[src/hw/rtl/bfba_pkg.sv]
package bfba_pkg;

    localparam int BLOCKS_DEF    = 16;
    localparam int SIZE_BITS_DEF = 16;
    localparam int INDEX_W       = 4;
    localparam int FIELD_SIZE_W  = 16;

    localparam logic KIND_LOAD    = 1'b0;
    localparam logic KIND_REQUEST = 1'b1;

    typedef struct packed {
        logic                    kind;
        logic [INDEX_W-1:0]      block_index;
        logic [FIELD_SIZE_W-1:0] load_size;
        logic [FIELD_SIZE_W-1:0] request_size;
    } in_word_t;

    typedef struct packed {
        logic                    granted;
        logic [INDEX_W-1:0]      chosen_block;
        logic [FIELD_SIZE_W-1:0] leftover;
    } out_word_t;

    typedef enum logic [1:0] {
        ST_IDLE,
        ST_SCAN,
        ST_DRAIN,
        ST_DONE
    } state_t;

    typedef struct packed {
        logic load;
        logic begin_req;
        logic scan;
        logic finish;
    } ctrl_cmd_t;

    typedef struct packed {
        logic scan_last;
    } ctrl_stat_t;

endpackage

[src/hw/rtl/bfba_datapath.sv]
module bfba_datapath #(
    parameter int BLOCKS    = bfba_pkg::BLOCKS_DEF,
    parameter int SIZE_BITS = bfba_pkg::SIZE_BITS_DEF
) (
    input  logic                  clk,
    input  logic                  rst_n,
    input  bfba_pkg::in_word_t    item,
    input  bfba_pkg::ctrl_cmd_t   cmd,
    output bfba_pkg::ctrl_stat_t  stat,
    output logic                  done,
    output bfba_pkg::out_word_t   result
);
    import bfba_pkg::*;

    localparam int IDX_W = $clog2(BLOCKS);

    logic [SIZE_BITS-1:0] size_mem [BLOCKS];
    logic [SIZE_BITS-1:0] rd_data_reg;
    logic [SIZE_BITS-1:0] req_reg;
    logic [IDX_W-1:0]     ptr_reg;
    logic [IDX_W-1:0]     ptr_next;
    logic                 cmp_vld_reg;
    logic [IDX_W-1:0]     cmp_idx_reg;
    logic                 found_reg;
    logic [IDX_W-1:0]     best_idx_reg;
    logic [SIZE_BITS-1:0] best_left_reg;
    logic [BLOCKS-1:0]    loaded_reg;
    logic [BLOCKS-1:0]    taken_reg;
    logic                 done_reg;
    out_word_t            res_reg;
    out_word_t            res_next;

    logic                 load_ok;
    logic [IDX_W-1:0]     widx;
    logic [SIZE_BITS-1:0] wsize;
    logic [SIZE_BITS:0]   diff;
    logic [SIZE_BITS-1:0] left;
    logic                 fits;
    logic                 better;

    assign load_ok = cmd.load && (32'(item.block_index) < 32'(BLOCKS));
    assign widx    = IDX_W'(item.block_index);
    assign wsize   = SIZE_BITS'(item.load_size);

    assign stat.scan_last = (ptr_reg == IDX_W'(BLOCKS - 1));
    assign ptr_next       = stat.scan_last ? '0 : ptr_reg + 1'b1;

    // one subtract-compare per scanned entry
    assign diff   = {1'b0, rd_data_reg} - {1'b0, req_reg};
    assign left   = diff[SIZE_BITS-1:0];
    assign fits   = cmp_vld_reg && loaded_reg[cmp_idx_reg] && !taken_reg[cmp_idx_reg]
                    && !diff[SIZE_BITS];
    assign better = fits && (!found_reg || (left < best_left_reg));

    always_comb
    begin
        res_next.granted      = found_reg;
        res_next.chosen_block = found_reg ? INDEX_W'(best_idx_reg) : '0;
        res_next.leftover     = found_reg ? FIELD_SIZE_W'(best_left_reg) : '0;
    end

    always_ff @(posedge clk)
    begin
        if (load_ok)
        begin
            size_mem[widx] <= wsize;
        end
        rd_data_reg <= size_mem[ptr_reg];
    end

    always_ff @(posedge clk)
    begin
        if (cmd.begin_req)
        begin
            req_reg <= SIZE_BITS'(item.request_size);
        end
        cmp_idx_reg <= ptr_reg;
        if (better)
        begin
            best_idx_reg  <= cmp_idx_reg;
            best_left_reg <= left;
        end
        if (cmd.finish)
        begin
            res_reg <= res_next;
        end
    end

    always_ff @(posedge clk or negedge rst_n)
    begin
        if (!rst_n)
        begin
            ptr_reg     <= '0;
            cmp_vld_reg <= 1'b0;
            found_reg   <= 1'b0;
            loaded_reg  <= '0;
            taken_reg   <= '0;
            done_reg    <= 1'b0;
        end
        else
        begin
            cmp_vld_reg <= cmd.scan;
            done_reg    <= cmd.finish;
            if (cmd.begin_req)
            begin
                ptr_reg   <= '0;
                found_reg <= 1'b0;
            end
            else
            begin
                if (cmd.scan)
                begin
                    ptr_reg <= ptr_next;
                end
                if (better)
                begin
                    found_reg <= 1'b1;
                end
            end
            if (load_ok)
            begin
                loaded_reg[widx] <= 1'b1;
                taken_reg[widx]  <= 1'b0;
            end
            if (cmd.finish && found_reg)
            begin
                taken_reg[best_idx_reg] <= 1'b1;
            end
        end
    end

    assign done   = done_reg;
    assign result = res_reg;

endmodule

[src/hw/rtl/bfba_ctrl.sv]
module bfba_ctrl (
    input  logic                  clk,
    input  logic                  rst_n,
    input  logic                  start,
    input  logic                  kind,
    input  bfba_pkg::ctrl_stat_t  stat,
    output logic                  busy,
    output bfba_pkg::ctrl_cmd_t   cmd
);
    import bfba_pkg::*;

    state_t state_reg;
    state_t state_next;

    always_ff @(posedge clk or negedge rst_n)
    begin
        if (!rst_n)
        begin
            state_reg <= ST_IDLE;
        end
        else
        begin
            state_reg <= state_next;
        end
    end

    always_comb
    begin
        state_next = state_reg;
        unique case (state_reg)
            ST_IDLE:
            begin
                if (start && (kind == KIND_REQUEST))
                begin
                    state_next = ST_SCAN;
                end
            end
            ST_SCAN:
            begin
                if (stat.scan_last)
                begin
                    state_next = ST_DRAIN;
                end
            end
            ST_DRAIN: state_next = ST_DONE;
            ST_DONE:  state_next = ST_IDLE;
            default:  state_next = ST_IDLE;
        endcase
    end

    always_comb
    begin
        busy          = 1'b1;
        cmd.load      = 1'b0;
        cmd.begin_req = 1'b0;
        cmd.scan      = 1'b0;
        cmd.finish    = 1'b0;
        unique case (state_reg)
            ST_IDLE:
            begin
                busy          = 1'b0;
                cmd.load      = start && (kind == KIND_LOAD);
                cmd.begin_req = start && (kind == KIND_REQUEST);
            end
            ST_SCAN:  cmd.scan   = 1'b1;
            ST_DRAIN: busy       = 1'b1;
            ST_DONE:  cmd.finish = 1'b1;
            default:  busy       = 1'b1;
        endcase
    end

endmodule

[src/hw/rtl/best_fit_block_allocator_unit.sv]
// Best-fit allocator over a table of BLOCKS partition sizes. A word is taken
// when start is high and busy is low. A load word (kind 0) writes one entry in
// its accept cycle and gives no result; the next word may follow at once. A
// request word (kind 1) scans the size table one entry per cycle through the
// single read port of the table memory and one subtract-compare unit, then
// passes a drain state and a done state before the next word can be taken.
// Its result appears on result with done high for exactly one cycle, the
// cycle in which busy falls; there is no back-pressure, so it must be
// captured then.
module best_fit_block_allocator_unit #(
    parameter int BLOCKS    = bfba_pkg::BLOCKS_DEF,
    parameter int SIZE_BITS = bfba_pkg::SIZE_BITS_DEF
) (
    input  logic                clk,
    input  logic                rst_n,
    input  logic                start,
    output logic                busy,
    input  bfba_pkg::in_word_t  item,
    output logic                done,
    output bfba_pkg::out_word_t result
);
    import bfba_pkg::*;

    ctrl_cmd_t  cmd;
    ctrl_stat_t stat;

    bfba_ctrl u_ctrl (
        .clk   (clk),
        .rst_n (rst_n),
        .start (start),
        .kind  (item.kind),
        .stat  (stat),
        .busy  (busy),
        .cmd   (cmd)
    );

    bfba_datapath #(
        .BLOCKS    (BLOCKS),
        .SIZE_BITS (SIZE_BITS)
    ) u_dp (
        .clk    (clk),
        .rst_n  (rst_n),
        .item   (item),
        .cmd    (cmd),
        .stat   (stat),
        .done   (done),
        .result (result)
    );

endmodule

[config.mk]
export PLATFORM = sky130hd
export DESIGN_NAME = best_fit_block_allocator_unit
export DESIGN_NICKNAME = d
export VERILOG_FILES = /design/src/hw/rtl/bfba_pkg.sv /design/src/hw/rtl/bfba_datapath.sv /design/src/hw/rtl/bfba_ctrl.sv /design/src/hw/rtl/best_fit_block_allocator_unit.sv
export SDC_FILE = /design/constraint.sdc
export NUM_CORES = 1
export LEC_CHECK = 0
export CORE_MARGIN = 2
export CORE_UTILIZATION = 53
export CTS_CLUSTER_SIZE = 30
export DETAILED_ROUTE_END_ITERATION = 16
export DONT_BUFFER_PORTS = 1
export PLACE_DENSITY = 0.68
export RECOVER_POWER = 25
export REMOVE_ABC_BUFFERS = 1
export SETUP_SLACK_MARGIN = 0.1
export SLEW_MARGIN = 5
export SYNTH_ARGS = -nofsm -noshare
export SYNTH_HDL_FRONTEND = slang
export SYNTH_SLANG_ARGS = --single-unit
[constraint.sdc]
create_clock -name clk -period 6.2 [get_ports clk]
set_input_delay 1.24 -clock clk [delete_from_list [all_inputs] [get_ports clk]]
set_output_delay 1.24 -clock clk [all_outputs]
set_load 0.05 [all_outputs]
==> results.yml <==
run_status:
  status: "finished, violations left"
  violations: "max-capacitance violations, max-slew violations"
clock_tree:
  clock-sinks: 374
  clockRootBuffer: "clkbuf_16"
  hold_buffers: 0
  cts_resized: 0
  clk_pin_slew_ns: 0.06
  htree_levels: 2
  clk-insertion-delay-late_ns: 0.53
  postCtsSetupBuffers: 0
  cts_tree: "done"
  numCtsBuffers: 39
  cts_buffer_depth: 3
place:
  dpl-instance-area_um2: 15600
  dp_hpwl_mm: 18.6
  post-place-ws_ns: 2.45
  place_congestion: 0.842
  placed_cells: 1316
  placement.io_buffers: 0
setup_path:
  cp_max_fo: 20
  arrival_ns: 3.94
  setup.worst_path.start: "u_dp.req_reg[0]$_DFFE_PP_"
  worstSetupStartpointType: "flop"
  reg2reg_from: "u_dp.req_reg[0]$_DFFE_PP_"
  worstSetupEndpointType: "flop"
  crit_type: "flop to flop"
  crit_required_ns: 6.40
run:
  cap_violations: 1
floorplanning:
  die_area_um2: 30000
  die-width_um: 173
  core_um2: 28000
  rows: 61
  initial_utilization_pct: 54.2
  die_y_um: 173
  io_pins: 63
route:
  routed_via_density: 5.79
  ant_nets: 0
  drc_errors: 0
  drt-initial-drc-count: 643
  wl_per_cell_um: 22.1
  finalWirelength_mm: 30.6
  vias: 8034
  dr.pass1.iters: 5
sta:
  slew_viol_final: 37
  finalHoldViolCount: 0
  tns_ns: 0
  setup_slack_ns: 2.46
  rsz0062_at_grt: "no"
  period_share_pct: 60.3
  skew_ns: 0.0133
  fmax_mhz: 267
  slew_headroom_pct: -26.9
  tightest_slew_ns: 1.90
  holdWs_ns: 0.407
  setup_viol: 0
  post-route-min-period_ns: 3.74
global_route:
  grt_pass1_wl_mm: 47.4
  grt_overflow: 0
  globalRouteTotalUtil_pct: 20.8
  antenna_found_initial: 1
  first_global_vias: 8093
  grt_max_degree: 42
min_path:
  hold_class: "primary input to asynchronous set/reset pin"
synth:
  synth_top_family_by_area: "multiplexers"
  ys_ff_latch: 374
  yosysWarnings: 0
  synth_compound_gate_area_share_pct: 7.04
  synth.distinct_cells: 64
  yosys.area_share.simple_pct: 5.39
  synth_adder_area_share_pct: 3.18
  synth_area_um2: 15200
  syn_inst: 959
  synthXorXnorAreaFrac_pct: 0.750
  synth_edf_count: 313
  synthArstFlopShare_pct: 11.0
  avgSynthCellArea_um2: 15.8
  synth-main-ff-cell: "edfxtp_1"
  seq_area_frac_synth_pct: 71.3
  synthMuxAreaShare_pct: 9.62
power_and_ir_drop:
  total_power_mw: 7.74
  p_per_area_nw_per_um2: 459
  ir_drop_mv: 0.226
  leakage_nw: 6.09
layout:
  fin_area_um2: 16800
  antenna_cells: 0
  fin_util_pct: 60.1
  largest_register: "u_dp.size_mem"
  largest_reg_flops: 256
  fin_nets: 1057
  area.growth.synth_to_final_pct: 10.9
  drive_gt1_share_pct: 14.2
  final_cells: 1388
critical path: stages (launching register included):
cell       delay, ns
edfxtp_1        0.37
ha_1            0.24
fa_1            0.40
nor2b_1         0.18
o21a_1          0.14
nor2_1          0.06
xnor2_1         0.19
ha_1            0.28
a21oi_1         0.14
o21ai_1         0.07
a2111oi_0       0.59
o41ai_1         0.15
a311oi_2        0.29
buf_4           0.32
layout make-up:
class	instances	area, µm²
Tap cell	378	473
Clock inverter	22	170
Sequential cell	374	10800
Inverter	62	233
Fill cell	2086	11200
Clock buffer	50	1060
Multi-Input combinational cell	487	3970
Timing Repair Buffer	15	105
synthesized netlist by cell type, types with 3 or more instances:
cell type / n / area share (%)
a211oi_1: 3 / 0.15
a21o_1: 5 / 0.25
a21oi_1: 34 / 1.1
a221oi_1: 16 / 0.92
a22oi_1: 18 / 0.89
a31oi_1: 3 / 0.12
and2_1: 8 / 0.33
and2b_1: 4 / 0.20
and3_1: 3 / 0.12
buf_2: 8 / 0.26
buf_4: 7 / 0.35
clkbuf_1: 18 / 0.44
dfrtp_1: 41 / 6.8
dfxtp_1: 20 / 2.6
edfxtp_1: 313 / 62
ha_1: 37 / 3.0
inv_1: 60 / 1.5
mux2_2: 16 / 1.2
mux2i_1: 51 / 3.4
mux4_2: 33 / 4.9
nand2_1: 57 / 1.4
nand2b_1: 10 / 0.41
nand3_1: 6 / 0.20
nand3b_1: 3 / 0.15
nor2_1: 46 / 1.1
nor2b_1: 7 / 0.29
nor3_1: 6 / 0.20
o21a_1: 5 / 0.25
o21ai_0: 52 / 1.7
o22ai_1: 4 / 0.16
o31ai_1: 3 / 0.15
or2_2: 9 / 0.37
xnor2_1: 10 / 0.58
xor2_1: 3 / 0.17
where the power goes:
group	leakage, nW	internal [mW]	switching (mW)	total (mW)
clock	0.592	1.29	0.924	2.22
sequential	3.47	3.08	0.356	3.44
combinational	2.02	0.913	1.16	2.08
cell families (layout without fill, tap and decap cells):
family,Yosys count,after routing
muxes,101,101
AOI/OAI and AO/OA,165,165
adders and majority gates,38,38
xor gates and xnor gates,13,13
and+or+nand+nor,170,170
DFF,374,374
buffers and inverters,98,149
layer usage:
layer	track usage (%)	part of all wire [%]
met1	28.3	44
met2	34.6	49
met3	3.42	4.5
met4	6.67	2.4
met5	0	0
worst paths after layout:
path	slack, ns	cells past startpoint	endpoint
worst min register to register	0.46	2	u_dp.loaded_reg[6]$_DFFE_PN0P_
worst max register to register	2.46	13	u_dp.best_left_reg[6]$_DFFE_PP_
worst min-delay path	0.41	0	u_dp.taken_reg[10]$_DFF_PN0_
worst max-delay path	2.46	13	u_dp.best_left_reg[6]$_DFFE_PP_
min in group clk	0.46	2	u_dp.loaded_reg[6]$_DFFE_PN0P_
max in group asynchronous	5.70	0	u_dp.ptr_reg[0]$_DFFE_PN0P_
cells in the final DEF (no fill, tap or decap), types with 6 or more instances in the layout:
cell | synthesis | routed
nor2b_1 | 7 | 6
clkinv_1 | 2 | 12
dfxtp_1 | 20 | 20
nand2_1 | 57 | 57
ha_1 | 37 | 37
mux2_2 | 16 | 16
nand3_1 | 6 | 6
a22oi_1 | 18 | 18
nor2_2 | 0 | 6
edfxtp_1 | 313 | 313
and2_1 | 8 | 8
buf_4 | 7 | 13
o21ai_0 | 52 | 52
clkbuf_16 | 0 | 40
mux4_2 | 33 | 33
or2_2 | 9 | 9
a21oi_1 | 34 | 34
xnor2_1 | 10 | 10
clkbuf_1 | 18 | 10
a221oi_1 | 16 | 16
mux2i_1 | 51 | 51
inv_1 | 60 | 60
nor2_1 | 46 | 40
nand2b_1 | 10 | 10
dfrtp_1 | 41 | 40
No activity file was read; power rests on OpenSTA's default activity.
